$ cat config.mk
export PLATFORM = sky130hd
export DESIGN_NAME = fifo_with_duplicate_id_reject
export DESIGN_NICKNAME = d
export VERILOG_FILES = /design/src/design/fdr_pkg.sv /design/src/design/fifo_with_duplicate_id_reject.sv
export SDC_FILE = /design/constraint.sdc
export NUM_CORES = 2
export LEC_CHECK = 0
export BUFFER_PORTS_ARGS = -buffer_cell sky130_fd_sc_hd__buf_2
export CELL_PAD_IN_SITES_DETAIL_PLACEMENT = 0
export CELL_PAD_IN_SITES_GLOBAL_PLACEMENT = 2
export CORE_ASPECT_RATIO = 2
export CORE_MARGIN = 2
export CORE_UTILIZATION = 53
export DETAILED_ROUTE_END_ITERATION = 10
export PLACE_DENSITY_LB_ADDON = 0.1
export SLEW_MARGIN = 20
export SYNTH_ARGS = -nofsm -noshare
export SYNTH_HDL_FRONTEND = slang
export SYNTH_SLANG_ARGS = --single-unit
$ cat constraint.sdc
create_clock -name clock -period 42.7 [get_ports clock]
set_input_delay 6.405 -clock clock [delete_from_list [all_inputs] [get_ports clock]]
set_output_delay 6.405 -clock clock [all_outputs]
set_load 0.03 [all_outputs]
$ cat src/design/fdr_pkg.sv
// ----------------------------------------------------------------------------
// fdr_pkg
// Request and response types and status codes of the id-checked FIFO.
// ----------------------------------------------------------------------------
package fdr_pkg;

   localparam int ID_W   = 32;
   localparam int NAME_W = 64;
   localparam int STAT_W = 2;
   localparam int OCC_W  = 5;

   localparam logic OP_PUSH = 1'b0;
   localparam logic OP_POP  = 1'b1;

   localparam logic [STAT_W-1:0] ST_OK    = 2'd0;
   localparam logic [STAT_W-1:0] ST_DUP   = 2'd1;
   localparam logic [STAT_W-1:0] ST_EMPTY = 2'd2;
   localparam logic [STAT_W-1:0] ST_FULL  = 2'd3;

   typedef struct packed {
      logic                     op;
      logic signed [ID_W-1:0]   rec_id;
      logic        [NAME_W-1:0] rec_name;
   } req_type;

   typedef struct packed {
      logic        [STAT_W-1:0] status;
      logic signed [ID_W-1:0]   out_id;
      logic        [NAME_W-1:0] out_name;
      logic        [OCC_W-1:0]  occupancy;
   } rsp_type;

endpackage

$ cat src/design/fifo_with_duplicate_id_reject.sv
// ----------------------------------------------------------------------------
// fifo_with_duplicate_id_reject
// Ring-buffer FIFO of id/name records that refuses a push whose id is held.
// ----------------------------------------------------------------------------
//
//   channel | direction | handshake         | payload
//   --------+-----------+-------------------+-----------------------------
//   req     | in        | req_valid/req_stall | req_type  (op, id, name)
//   rsp     | out       | rsp_valid/rsp_stall | rsp_type  (status, id, name, occ)
//
// A push takes the request, sends each held record through the single
// id-compare unit fed by the id store read port, and then decides and writes;
// with nothing held the search is skipped. A pop takes, reads and responds.
// The next request is taken once the sequencer is back in idle, even while
// the last response still waits; a response that finds the output register
// full and stalled holds in its final state. Reset empties the queue at once;
// the record stores are not cleared, since only held slots are ever used.
// ----------------------------------------------------------------------------
module fifo_with_duplicate_id_reject
   import fdr_pkg::*;
#(
   parameter int DEPTH     = 16,
   parameter int NAME_BITS = 64
) (
   input  logic    clock,
   input  logic    reset,
   input  logic    req_valid,
   output logic    req_stall,
   input  req_type req,
   output logic    rsp_valid,
   input  logic    rsp_stall,
   output rsp_type rsp
);

   localparam int PTR_W = (DEPTH > 1) ? $clog2(DEPTH) : 1;
   localparam int CNT_W = $clog2(DEPTH + 1);

   localparam logic [PTR_W-1:0] LAST_PTR = PTR_W'(DEPTH - 1);
   localparam logic [CNT_W-1:0] FULL_CNT = CNT_W'(DEPTH);

   // sequencer states
   localparam logic [2:0] S_IDLE     = 3'd0;
   localparam logic [2:0] S_SCAN     = 3'd1;
   localparam logic [2:0] S_PUSH_FIN = 3'd2;
   localparam logic [2:0] S_POP_RD   = 3'd3;
   localparam logic [2:0] S_POP_FIN  = 3'd4;

   // record stores: one write port, one registered read port
   logic [ID_W-1:0]      id_mem   [DEPTH];
   logic [NAME_BITS-1:0] name_mem [DEPTH];

   logic [2:0]           state_ff,     state_in;
   logic [PTR_W-1:0]     head_ff,      head_in;
   logic [PTR_W-1:0]     tail_ff,      tail_in;
   logic [CNT_W-1:0]     count_ff,     count_in;
   logic [PTR_W-1:0]     rd_ptr_ff,    rd_ptr_in;
   logic [CNT_W-1:0]     left_ff,      left_in;
   logic                 cmp_valid_ff, cmp_valid_in;
   logic                 dup_ff,       dup_in;
   req_type              req_ff,       req_in;
   logic                 rsp_valid_ff, rsp_valid_in;
   rsp_type              rsp_ff,       rsp_in;
   logic [ID_W-1:0]      id_rd_ff;
   logic [NAME_BITS-1:0] name_rd_ff;

   logic                 accept;
   logic                 out_free;
   logic                 rd_en;
   logic [PTR_W-1:0]     rd_addr;
   logic                 wr_en;
   logic                 id_match;
   logic                 dup_now;
   logic [CNT_W+OCC_W-1:0] occ_wide;

   assign req_stall = (state_ff != S_IDLE);
   assign accept    = req_valid && !req_stall;
   assign out_free  = !rsp_valid_ff || !rsp_stall;

   assign rsp_valid = rsp_valid_ff;
   assign rsp       = rsp_ff;

   // read the scan pointer while searching, the head for a pop
   assign rd_en   = (state_ff == S_SCAN) || (state_ff == S_POP_RD);
   assign rd_addr = (state_ff == S_SCAN) ? rd_ptr_ff : head_ff;

   // the shared compare unit: last id read against the pending id
   assign id_match = cmp_valid_ff && (id_rd_ff == req_ff.rec_id);
   assign dup_now  = dup_ff || id_match;

   function automatic logic [PTR_W-1:0] ring_next(input logic [PTR_W-1:0] p);
      return (p == LAST_PTR) ? '0 : p + 1'b1;
   endfunction

   always_comb begin
      state_in     = state_ff;
      head_in      = head_ff;
      tail_in      = tail_ff;
      count_in     = count_ff;
      rd_ptr_in    = rd_ptr_ff;
      left_in      = left_ff;
      cmp_valid_in = cmp_valid_ff;
      dup_in       = dup_ff;
      req_in       = req_ff;
      rsp_valid_in = rsp_valid_ff && rsp_stall;
      rsp_in       = rsp_ff;
      wr_en        = 1'b0;
      occ_wide     = '0;

      unique case (state_ff)
         S_IDLE: begin
            if (accept) begin
               req_in       = req;
               cmp_valid_in = 1'b0;
               dup_in       = 1'b0;
               rd_ptr_in    = head_ff;
               left_in      = count_ff;
               priority if (req.op == OP_POP) begin
                  state_in = S_POP_RD;
               end else if (count_ff == '0) begin
                  // nothing held: no search needed
                  state_in = S_PUSH_FIN;
               end else begin
                  state_in = S_SCAN;
               end
            end
         end

         S_SCAN: begin
            // one stored id per cycle; fold in the compare of the previous read
            dup_in       = dup_now;
            cmp_valid_in = 1'b1;
            rd_ptr_in    = ring_next(rd_ptr_ff);
            left_in      = left_ff - 1'b1;
            if (left_ff == CNT_W'(1)) begin
               state_in = S_PUSH_FIN;
            end
         end

         S_PUSH_FIN: begin
            // absorb the last compare so a held cycle sees a stable verdict
            dup_in       = dup_now;
            cmp_valid_in = 1'b0;
            if (out_free) begin
               rsp_in.out_id   = '0;
               rsp_in.out_name = '0;
               priority if (dup_now) begin
                  rsp_in.status = ST_DUP;
                  occ_wide      = (CNT_W+OCC_W)'(count_ff);
               end else if (count_ff == FULL_CNT) begin
                  rsp_in.status = ST_FULL;
                  occ_wide      = (CNT_W+OCC_W)'(count_ff);
               end else begin
                  rsp_in.status = ST_OK;
                  wr_en         = 1'b1;
                  tail_in       = ring_next(tail_ff);
                  count_in      = count_ff + 1'b1;
                  occ_wide      = (CNT_W+OCC_W)'(count_in);
               end
               rsp_in.occupancy = occ_wide[OCC_W-1:0];
               rsp_valid_in     = 1'b1;
               state_in         = S_IDLE;
            end
         end

         S_POP_RD: begin
            state_in = S_POP_FIN;
         end

         S_POP_FIN: begin
            if (out_free) begin
               if (count_ff == '0) begin
                  rsp_in.status   = ST_EMPTY;
                  rsp_in.out_id   = '0;
                  rsp_in.out_name = '0;
               end else begin
                  rsp_in.status   = ST_OK;
                  rsp_in.out_id   = signed'(id_rd_ff);
                  rsp_in.out_name = NAME_W'(name_rd_ff);
                  count_in        = count_ff - 1'b1;
                  if (count_in == '0) begin
                     // queue drained: rewind both pointers
                     head_in = '0;
                     tail_in = '0;
                  end else begin
                     head_in = ring_next(head_ff);
                  end
               end
               occ_wide         = (CNT_W+OCC_W)'(count_in);
               rsp_in.occupancy = occ_wide[OCC_W-1:0];
               rsp_valid_in     = 1'b1;
               state_in         = S_IDLE;
            end
         end

         default: begin
            state_in = S_IDLE;
         end
      endcase
   end

   always_ff @(posedge clock) begin
      if (reset) begin
         state_ff     <= S_IDLE;
         head_ff      <= '0;
         tail_ff      <= '0;
         count_ff     <= '0;
         rd_ptr_ff    <= '0;
         left_ff      <= '0;
         cmp_valid_ff <= 1'b0;
         dup_ff       <= 1'b0;
         rsp_valid_ff <= 1'b0;
      end else begin
         state_ff     <= state_in;
         head_ff      <= head_in;
         tail_ff      <= tail_in;
         count_ff     <= count_in;
         rd_ptr_ff    <= rd_ptr_in;
         left_ff      <= left_in;
         cmp_valid_ff <= cmp_valid_in;
         dup_ff       <= dup_in;
         rsp_valid_ff <= rsp_valid_in;
      end
   end

   // payload registers: no reset
   always_ff @(posedge clock) begin
      req_ff <= req_in;
      rsp_ff <= rsp_in;
   end

   // record stores: write at the tail, registered read
   always_ff @(posedge clock) begin
      if (wr_en) begin
         id_mem[tail_ff]   <= req_ff.rec_id;
         name_mem[tail_ff] <= req_ff.rec_name[NAME_BITS-1:0];
      end
      if (rd_en) begin
         id_rd_ff   <= id_mem[rd_addr];
         name_rd_ff <= name_mem[rd_addr];
      end
   end

endmodule

==> results_dict.tcl <==
set metrics [dict create \
    cts.clk_slew.worst_paths_ns 0.06 \
    stdcell_count 5381 \
    dpl.hpwl_mm 90.2 \
    postSynthAreaPerCell_sq_um 21.4 \
    worstMarginPinSlew_ns 1.10 \
    outcome "complete, no violations" \
    cts_inserted_buffers 157 \
    clockRootBuffer "clkbuf_16" \
    power_leakage_nw 25.8 \
    overflow 0 \
    synth_edf_count 1831 \
    period_needed_ns 9.22 \
    drc 0 \
    syn_area_sq_um 70200 \
    ys_types 57 \
    crit_path_end_kind "register" \
    peakVddDrop_mv 0.0522 \
    regArea_sq_um 55500 \
    max_freq_mhz 108 \
    clock_latency_ns 0.78 \
    synth_fa_ha_area_frac 0.00196 \
    antenna_found_initial 6 \
    place_ws_ns 32.74 \
    final_area_sq_um 78300 \
    start_util 0.532 \
    tritoncts "built" \
    drv_cap 0 \
    viasPerCell 6.15 \
    slew_viol_final 0 \
    first_iter_violations 3236 \
    startpoint_type "primary input" \
    yosysSeqAreaShare 0.791 \
    ant_nets 0 \
    num_rows 189 \
    clk_path_buf_depth 3 \
    ios 206 \
    drtPass1Iterations 7 \
    worst-setup-path-type "primary input to register" \
    routed_wl_mm 161 \
    grt_max_degree 133 \
    cts_resized 0 \
    power_density_nw_per_um2 54.3 \
    rsz0062_at_grt "false" \
    placed_area_sq_um 73100 \
    n_fill_cell 9590 \
    portBuffers 205 \
    setup_slack_ns 33.48 \
    h-tree-depth 4 \
    final_common_cell "edfxtp_1" \
    grt_pass1_vias 34100 \
    yosysWarnings 0 \
    syn_inst 3282 \
    post_cts_buffers 0 \
    setup_tns_ns 0 \
    grt.total_usage 0.243 \
    ys_ff_latch 1859 \
    fin_nets 3639 \
    gp_congestion 0.763 \
    cp_max_fo 53 \
    min_path_type "register to register" \
    ctsHoldBuffers 0 \
    vias 33100 \
    final_cell_mix "edfxtp_1 (1831), mux4_2 (384), nand2_1 (215)" \
    grt_pass1_wl_mm 236 \
    place_inst 5087 \
    synth_nets 3394 \
    synth_top_family_by_area "multiplexers" \
    relSlewSlack 0.253 \
    fin_skew_ns 0.0313 \
    core_sq_um 132000 \
    drive_above_1_share 0.252 \
    fp.dieH_um 519 \
    muxShareOfSynthArea 0.124 \
    synth_compound_area_frac 0.0266 \
    synthToLayoutAreaGrowth_pct 11.5 \
    clock-sinks 1859 \
    setup_viol 0 \
    multi_input_area_sq_um 13800 \
    fp.dieW_um 261 \
    routedWlPerCell_um 29.9 \
    synth-async-reset-ratio 0 \
    hold_viol_final 0 \
    ys.flop_type "edfxtp_1" \
    fin_crit_sh 0.216 \
    die_area_sq_um 136000 \
    yosys.area_share.simple 0.0364 \
    required_ns 43.09 \
    crit_arrival_ns 9.61 \
    synth-xor-area-share 0.00461 \
]
-- power by group --
part           switching (W)  internal, W
combinational       0.000315     0.000130
clock               0.000653     0.000795
sequential          0.000126      0.00224
total                0.00109      0.00316
-- cells by family after synthesis --
logic type,count (synthesis)
buffers and inverters,200
adders and majority gates,11
muxes,391
AOI/OAI and AO/OA,274
and+or+nand+nor,510
xor gates and xnor gates,37
DFF,1859
-- layer usage --
metal	track usage	wire, um	vias up
met4	0.0600	3620	0
met5	0	0	-
li1	-	-	14000
met3	0.0329	8900	209
met1	0.347	67500	17800
met2	0.401	81200	1066
-- synth_stat cells (3+ instances only) --
library cell	instances	share of area
a31oi_1	99	0.0088
xnor2_1	8	0.0010
buf_2	44	0.0031
nor3_1	15	0.0011
or3_1	3	0.00027
and2_1	98	0.0087
inv_1	14	0.00075
nand3_1	8	0.00057
nor4_1	11	0.00098
a22oi_1	4	0.00043
buf_6	29	0.0046
mux2i_1	4	0.00057
mux4_2	384	0.12
nor2b_1	6	0.00053
a211oi_1	102	0.011
and3_1	102	0.0091
clkbuf_1	101	0.0054
edfxtp_1	1831	0.78
ha_1	11	0.0020
a21oi_1	22	0.0016
a221oi_1	4	0.00050
o21ai_0	22	0.0016
nand2_1	216	0.012
buf_4	11	0.0012
xor2_1	29	0.0036
dfxtp_1	28	0.0080
nor2_1	34	0.0018
nor3b_1	6	0.00064
-- registers in the layout, summed over array words and instances, names as in the netlist --
signal        flops
name_mem       1024
id_mem          512
rsp             103
req_ff           96
name_rd_ff       64
id_rd_ff         32
count_ff          5
left_ff           5
head_ff           4
rd_ptr_ff         4
tail_ff           4
state_ff          3
cmp_valid_ff      1
dup_ff            1
rsp_valid         1
-- final timing paths --
check	start	to	slack (ns)	depth (start not counted)
max	rsp_stall	id_mem[15][3]	33.48	8
max reg2reg	state_ff[2]	name_rd_ff[53]	36.51	10
min reg2reg	cmp_valid_ff	cmp_valid_ff	0.50	2
min	cmp_valid_ff	cmp_valid_ff	0.50	2
-- worst max-delay path, stage by stage --
cell and delay [ns]:
buf_2 0.12, a21oi_4 0.12, nand2_1 0.11, nor3_2 0.59, nand2_1 0.31, nor2_4 0.49, buf_4 0.56, buf_4 0.78
-- area by class of cell --
cell class,instances,area share
diodes,1,0.0000320
clock buffers,188,0.0522
clock inverters,105,0.0137
inverters,14,0.000735
multi-input cells,1223,0.176
flip-flops and latches,1859,0.709
well taps,1719,0.0275
repair buffers,272,0.0204
-- through the flow --
step	utilization	total power (W)	hold slack [ns]
after global placement	0.554	0.00285	0.492
after global routing	0.594	0.00440	0.544
final	0.594	0.00426	0.501
after floorplan	-	0.00265	0.460
after CTS	0.593	0.00430	0.506
after detailed placement	0.554	0.00286	0.494
(Power assumes the default switching activity.)
